[src/rtl/rth_pkg.sv]
// ----------------------------------------------------------------------------
// rth_pkg: shared constants and types for the RGB to HSV converter
// Component and fraction widths, stream packing and the divider payload.
// ----------------------------------------------------------------------------
package rth_pkg;

    localparam int COMP_BITS  = 8;
    localparam int FRAC_BITS  = 16;

    // 6 * max component fits in three extra bits
    localparam int DEN_W      = COMP_BITS + 3;

    localparam int IN_USED_W  = 3 * COMP_BITS;
    localparam int OUT_USED_W = 2 * FRAC_BITS + COMP_BITS;
    localparam int IN_DATA_W  = ((IN_USED_W + 7) / 8) * 8;
    localparam int OUT_DATA_W = ((OUT_USED_W + 7) / 8) * 8;

    // Payload carried through the divider stages
    typedef struct packed {
        logic [DEN_W-1:0]     den_h;   // 6 * delta
        logic [DEN_W-1:0]     rem_h;   // hue partial remainder
        logic [COMP_BITS-1:0] rem_s;   // saturation partial remainder
        logic [FRAC_BITS-1:0] q_h;     // hue quotient bits so far
        logic [FRAC_BITS-1:0] q_s;     // saturation quotient bits so far
        logic [COMP_BITS-1:0] value;   // max component, also saturation divisor
        logic                 zero;    // grey or black: hue and saturation are zero
    } t_div_data;

endpackage

[src/rtl/rth_prep.sv]
// ----------------------------------------------------------------------------
// rth_prep: first pipeline stage of the RGB to HSV converter
// Finds max, min and delta, picks the hue numerator by sector, registers all.
// ----------------------------------------------------------------------------
module rth_prep
    import rth_pkg::*;
(
    input  logic                 i_clk,
    input  logic                 i_rst_n,
    input  logic                 i_en,
    input  logic                 i_valid,
    input  logic [COMP_BITS-1:0] i_red,
    input  logic [COMP_BITS-1:0] i_green,
    input  logic [COMP_BITS-1:0] i_blue,
    output logic                 o_valid,
    output t_div_data            o_data
);

    logic [COMP_BITS-1:0] mx;
    logic [COMP_BITS-1:0] mn;
    logic [COMP_BITS-1:0] delta;
    logic [DEN_W-1:0]     d_w;
    logic [DEN_W-1:0]     r_w;
    logic [DEN_W-1:0]     g_w;
    logic [DEN_W-1:0]     b_w;
    logic [DEN_W-1:0]     den;
    logic [DEN_W-1:0]     num;

    logic                 r_valid;
    t_div_data            r_data;
    t_div_data            n_data;

    always_comb begin
        mx = (i_red > i_green) ? i_red : i_green;
        if (i_blue > mx) begin
            mx = i_blue;
        end
        mn = (i_red < i_green) ? i_red : i_green;
        if (i_blue < mn) begin
            mn = i_blue;
        end
        delta = mx - mn;

        d_w = DEN_W'(delta);
        r_w = DEN_W'(i_red);
        g_w = DEN_W'(i_green);
        b_w = DEN_W'(i_blue);
        den = (d_w << 2) + (d_w << 1);

        // green first, then blue, then red; every numerator lands in [0, 6d)
        if (i_green == mx) begin
            num = (d_w << 1) + b_w - r_w;
        end else if (i_blue == mx) begin
            num = (d_w << 2) + r_w - g_w;
        end else if (i_green >= i_blue) begin
            num = g_w - b_w;
        end else begin
            num = den - (b_w - g_w);
        end

        n_data       = '0;
        n_data.den_h = den;
        n_data.rem_h = num;
        // min of zero gives rem == divisor, which yields all ones: the saturated code
        n_data.rem_s = delta;
        n_data.value = mx;
        n_data.zero  = (delta == '0);
    end

    always_ff @(posedge i_clk) begin
        if (!i_rst_n) begin
            r_valid <= 1'b0;
        end else if (i_en) begin
            r_valid <= i_valid;
        end
    end

    always_ff @(posedge i_clk) begin
        if (i_en) begin
            r_data <= n_data;
        end
    end

    assign o_valid = r_valid;
    assign o_data  = r_data;

endmodule

[src/rtl/rth_div_step.sv]
// ----------------------------------------------------------------------------
// rth_div_step: one restoring-division stage
// Produces one quotient bit each for hue and saturation and registers them.
// ----------------------------------------------------------------------------
module rth_div_step
    import rth_pkg::*;
(
    input  logic      i_clk,
    input  logic      i_rst_n,
    input  logic      i_en,
    input  logic      i_valid,
    input  t_div_data i_data,
    output logic      o_valid,
    output t_div_data o_data
);

    logic [DEN_W:0]     sh_h;
    logic [DEN_W:0]     diff_h;
    logic               ge_h;
    logic [COMP_BITS:0] sh_s;
    logic [COMP_BITS:0] diff_s;
    logic               ge_s;

    logic               r_valid;
    t_div_data          r_data;
    t_div_data          n_data;

    always_comb begin
        sh_h   = {i_data.rem_h, 1'b0};
        diff_h = sh_h - {1'b0, i_data.den_h};
        ge_h   = (sh_h >= {1'b0, i_data.den_h});

        sh_s   = {i_data.rem_s, 1'b0};
        diff_s = sh_s - {1'b0, i_data.value};
        ge_s   = (sh_s >= {1'b0, i_data.value});

        n_data       = i_data;
        n_data.rem_h = ge_h ? diff_h[DEN_W-1:0] : sh_h[DEN_W-1:0];
        n_data.rem_s = ge_s ? diff_s[COMP_BITS-1:0] : sh_s[COMP_BITS-1:0];
        n_data.q_h   = {i_data.q_h[FRAC_BITS-2:0], ge_h};
        n_data.q_s   = {i_data.q_s[FRAC_BITS-2:0], ge_s};
    end

    always_ff @(posedge i_clk) begin
        if (!i_rst_n) begin
            r_valid <= 1'b0;
        end else if (i_en) begin
            r_valid <= i_valid;
        end
    end

    always_ff @(posedge i_clk) begin
        if (i_en) begin
            r_data <= n_data;
        end
    end

    assign o_valid = r_valid;
    assign o_data  = r_data;

endmodule

[src/rtl/rgb_to_hsv.sv]
// ----------------------------------------------------------------------------
// rgb_to_hsv: pipelined RGB to HSV pixel converter
// Value is the max component; hue and saturation are 0.16 truncated fractions.
// ----------------------------------------------------------------------------
//  Channel   Direction  Payload (low bits first)
//  s         in         red, green, blue (8 bits each)
//  m         out        hue (16), saturation (16), brightness (8)
//
//  One pixel per clock sustained while the output is not stalled. The stages are:
//  one stage for max/min/sector, one restoring-division stage per fraction
//  bit, shared by hue and saturation, and the output register.
//  Each stage advances when it is empty or the next one advances, so
//  bubbles close up and a stall loses or repeats nothing.
//  Synchronous active-low reset clears all valid bits.
// ----------------------------------------------------------------------------
module rgb_to_hsv
    import rth_pkg::*;
(
    input  logic                  i_clk,
    input  logic                  i_rst_n,
    input  logic                  i_s_tvalid,
    output logic                  o_s_tready,
    input  logic [IN_DATA_W-1:0]  i_s_tdata,   // red, green, blue
    output logic                  o_m_tvalid,
    input  logic                  i_m_tready,
    output logic [OUT_DATA_W-1:0] o_m_tdata    // hue, saturation, brightness
);

    localparam int LAST = FRAC_BITS + 1;

    logic      en    [0:LAST];
    logic      vld   [0:FRAC_BITS];
    t_div_data data  [0:FRAC_BITS];

    logic                  r_m_valid;
    logic [OUT_DATA_W-1:0] r_m_data;
    logic [OUT_DATA_W-1:0] n_m_data;

    // enable chain, from the output back to the input
    assign en[LAST] = !r_m_valid || i_m_tready;

    genvar k;
    generate
        for (k = 0; k < LAST; k++) begin : g_en
            assign en[k] = !vld[k] || en[k+1];
        end
    endgenerate

    assign o_s_tready = en[0];

    rth_prep u_prep (
        .i_clk   (i_clk),
        .i_rst_n (i_rst_n),
        .i_en    (en[0]),
        .i_valid (i_s_tvalid),
        .i_red   (i_s_tdata[COMP_BITS-1:0]),
        .i_green (i_s_tdata[2*COMP_BITS-1:COMP_BITS]),
        .i_blue  (i_s_tdata[3*COMP_BITS-1:2*COMP_BITS]),
        .o_valid (vld[0]),
        .o_data  (data[0])
    );

    generate
        for (k = 1; k <= FRAC_BITS; k++) begin : g_div
            rth_div_step u_step (
                .i_clk   (i_clk),
                .i_rst_n (i_rst_n),
                .i_en    (en[k]),
                .i_valid (vld[k-1]),
                .i_data  (data[k-1]),
                .o_valid (vld[k]),
                .o_data  (data[k])
            );
        end
    endgenerate

    always_comb begin
        n_m_data = '0;
        if (!data[FRAC_BITS].zero) begin
            n_m_data[FRAC_BITS-1:0]           = data[FRAC_BITS].q_h;
            n_m_data[2*FRAC_BITS-1:FRAC_BITS] = data[FRAC_BITS].q_s;
        end
        n_m_data[OUT_USED_W-1:2*FRAC_BITS] = data[FRAC_BITS].value;
    end

    always_ff @(posedge i_clk) begin
        if (!i_rst_n) begin
            r_m_valid <= 1'b0;
        end else if (en[LAST]) begin
            r_m_valid <= vld[FRAC_BITS];
        end
    end

    always_ff @(posedge i_clk) begin
        if (en[LAST]) begin
            r_m_data <= n_m_data;
        end
    end

    assign o_m_tvalid = r_m_valid;
    assign o_m_tdata  = r_m_data;

endmodule
[config.mk]
export PLATFORM = sky130hd
export DESIGN_NAME = rgb_to_hsv
export DESIGN_NICKNAME = d
export VERILOG_FILES = /design/src/rtl/rth_pkg.sv /design/src/rtl/rth_prep.sv /design/src/rtl/rth_div_step.sv /design/src/rtl/rgb_to_hsv.sv
export SDC_FILE = /design/constraint.sdc
export NUM_CORES = 2
export LEC_CHECK = 0
export ABC_AREA = 0
export BUFFER_PORTS_ARGS = -buffer_cell sky130_fd_sc_hd__buf_2
export CAP_MARGIN = 25
export CELL_PAD_IN_SITES_DETAIL_PLACEMENT = 1
export CELL_PAD_IN_SITES_GLOBAL_PLACEMENT = 1
export CORE_MARGIN = 5
export CORE_UTILIZATION = 30
export CTS_CLUSTER_DIAMETER = 40
export DETAILED_ROUTE_END_ITERATION = 12
export PLACE_DENSITY = 0.6
export SETUP_SLACK_MARGIN = 0.2
export SYNTH_ARGS = -nofsm -noshare
export SYNTH_HDL_FRONTEND = slang
export SYNTH_SLANG_ARGS = --single-unit
[constraint.sdc]
create_clock -name i_clk -period 10.06 [get_ports i_clk]
set_clock_uncertainty 0.05 [all_clocks]
set_input_delay 0.503 -clock i_clk [delete_from_list [all_inputs] [get_ports i_clk]]
set_output_delay 0.503 -clock i_clk [all_outputs]
set_load 0.01 [all_outputs]
==> flow_summary.toml <==
[layout]
layout-area-overhead-vs-synth_pct = 17.5
fill_cells = 16600
finalNetCount = 4451
antenna_cells_inserted = 0
share_of_layout_cells_above_drive_strength_1_pct = 9.26

[cts]
clk_pin_slew_worst_paths_ns = 0.06
ctsLongestPathBuffers = 3
cts_setup_buffers = 0
holdBufCountCts = 2
cts-htree-levels = 4
cts_tree = "done"
clock_sink_total = 931
insertion_delay_ns = 0.75
clockRootBuffer = "clkbuf_16"
cts_buf_count = 149
postCtsResizedCells = 0

[route]
avgRoutedWirePerCell_um = 15.7
detail_route.iter0.violations = 1161
post_drt_via_cell_ratio = 4.56
routed_wirelength_um = 96600
antenna_violating_nets_post_route = 0
drc = 0
detailed_router_iteration_count_before_antenna_repair = 5
vias = 28100

[die]
chipWidth_um = 404
floorplan.core_area_um2 = 154000
rows = 144
ios = 70
die_height_um = 404
dieArea_um2 = 163000
initial_core_util_pct = 30.2

[critical_path]
worst_ep_required_time_ns = 10.51
timing.critical_path.slowest_cell_delay_ns = 0.59
rr_startpoint = "o_m_tvalid"
critical_path_arrival_ns = 9.11
r2r.worst_path.cells = 13
timing.setup.critical_path_class = "primary input to flop"
cpMaxStageDelayCell = "fa_1"
crit_path_end_kind = "flop"
timing.critical_path.from_type = "primary input"
critPathMaxFanout = 12
cp_common_cell = "ha_1"
critical_path.startpoint = "i_s_tdata[15]"

[grt]
grt_pass1_vias = 30800
grt_start_max_net_pins = 68
grt.busiest_layer = "met2"
grt_usage_pct = 12.0
grt_use_met2_pct = 23.4
globalRouteMet3Util_pct = 2.27
global_route.overflow_total = 0
groute.layer.met1.usage_pct = 12.6
initial_antenna_violation_count = 0
grt_pass1_wl_um = 159000

[sta]
report.final.setup_viol = 0
min_period_ns = 8.66
setup_total_negative_slack_ns = 0
final-max-slew-violation-count = 0
timing.fmax_mhz = 115
max_slew.worst_pin.slew_ns = 0.998
grt_setup_unrepaired = "no"
max_slew_margin_pct = 33.4
finalHoldViolations = 0
layout_worst_path_cycle_share_pct = 86.1

[logic_synthesis]
netlist-cell-type-count = 69
synthDominantCellAreaShare_pct = 58.9
synth_warnings = 0
synthesis.nets = 4248
synth.yosys.seq_area_share_pct = 59.7
synth_enable_flop_cells = 913
syn-cell-area_um2 = 46500
async_flop_share_pct = 0
synthFlopType = "edfxtp_1"
synth_seq_cells = 931
yosys-top-cells-area = "edfxtp_1, ha_1, inv_1"
post-synth-top-area-cell = "edfxtp_1"
syn_avg_cell_area_um2 = 12.2
synthesis.instances = 3802

[min_path]
min_delay_path_depth = 2
worst_hold_startpoint = "i_rst_n"
min_path_type = "primary input to flop"

[placement]
gp_routability_congestion = 0.862
hpwlAfterDp_um = 73700
io_buffers = 69

[run_status]
status = "finished clean"

[flow_run]
cap_violations = 0
## Yosys cell counts, types with 18 or more instances
master / instances
xnor2_1: 124
mux2_2: 18
nor2b_1: 108
o21ai_0: 304
a221oi_1: 18
a21o_1: 89
nand2b_1: 64
o31ai_1: 56
fa_1: 45
and2_1: 54
inv_1: 539
nand4_1: 47
nand2_1: 267
ha_1: 373
edfxtp_1: 913
dfxtp_1: 18
nand3_1: 37
clkbuf_1: 50
xor2_1: 65
a21oi_1: 203
nor2_1: 204
or4_1: 24
## sequential cells by signal (all words and copies together), names as in the netlist
| name | count |
|---|---|
| o_m_tvalid | 1 |
| u_prep.o_valid | 1 |
| o_m_tdata | 40 |
| u_prep.o_data | 37 |
| g_div.u_step.o_data | 836 |
| g_div.u_step.o_valid | 16 |
## path summary, 6_finish.rpt
path                                                    end  slack, ns
worst max-delay path                      u_prep.o_data[59]       1.40
worst min-delay path                             o_m_tvalid       0.16
worst max register to register   g_div[1].u_step.o_data[65]       5.36
worst min register to register  g_div[14].u_step.o_data[37]       0.36
## final cells by class
type	count	area [um2]	area share, %
Sequential cell	931	27800	50.8
Multi-Input combinational cell	2278	16600	30.3
Clock buffer	168	3830	7.01
Tap cell	2044	2560	4.68
Inverter	541	2030	3.71
Clock inverter	103	1200	2.19
Timing Repair Buffer	104	693	1.27
## per-stage QoR
step	instance area (um2)	util, %	instances	setup slack, ns	hold slack [ns]
global route	54700	35.5	6169	0.739	0.127
detailed placement	49500	32.2	5893	0.653	0.356
finish	54700	35.5	6169	1.40	0.159
global placement	49500	32.1	5890	0.814	0.351
floorplan	46500	-	3802	1.76	0.350
CTS	54600	35.4	6166	1.47	0.0839
## worst max-delay path, delay by kind of cell
kind | cells | cell delay (ns)
compound gates | 15 | 3.47
xor+xnor | 2 | 0.60
simple gates | 6 | 1.17
buf+inv | 6 | 0.85
fa+ha+maj | 7 | 2.52
## cells by family (layout without fill, tap and decap cells)
kind of cell,Yosys count,in the layout,synth area share [%]
and+or+nand+nor,838,838,8.75
DFF,931,931,59.7
muxes,25,25,0.586
AOI/OAI and AO/OA,805,805,10.5
xor gates and xnor gates,192,192,3.68
adders and majority gates,418,418,12.0
buffers and inverters,593,916,4.79
## placed cells by master (no fill, tap or decap), types with 16 or more instances in the layout
cell,n
a21o_1,89
nor2_1,204
clkbuf_16,150
nand4_1,47
clkbuf_1,17
edfxtp_1,913
mux2_2,18
inv_1,531
a221oi_1,18
a21oi_1,203
buf_2,69
buf_4,27
nand3_1,35
xnor2_1,124
clkinv_1,28
nor2b_1,108
xor2_1,65
a21boi_0,17
o21ai_0,304
or4_1,24
o31ai_1,56
nand2_1,261
and2_1,54
ha_1,373
dfxtp_1,18
o211a_1,16
o21a_1,17
fa_1,45
clkinv_2,17
bufinv_16,22
nand2b_1,64
## metal layers
| metal | part of all wire, % | wire length, um |
|---|---|---|
| met1 | 39 | 37900 |
| met2 | 55 | 52900 |
| met3 | 3.2 | 3090 |
| met4 | 2.9 | 2770 |
| met5 | 0 | 0 |
Power is not shown: default switching activity piles up to over one toggle a cycle in this logic, so the estimate is an artifact.
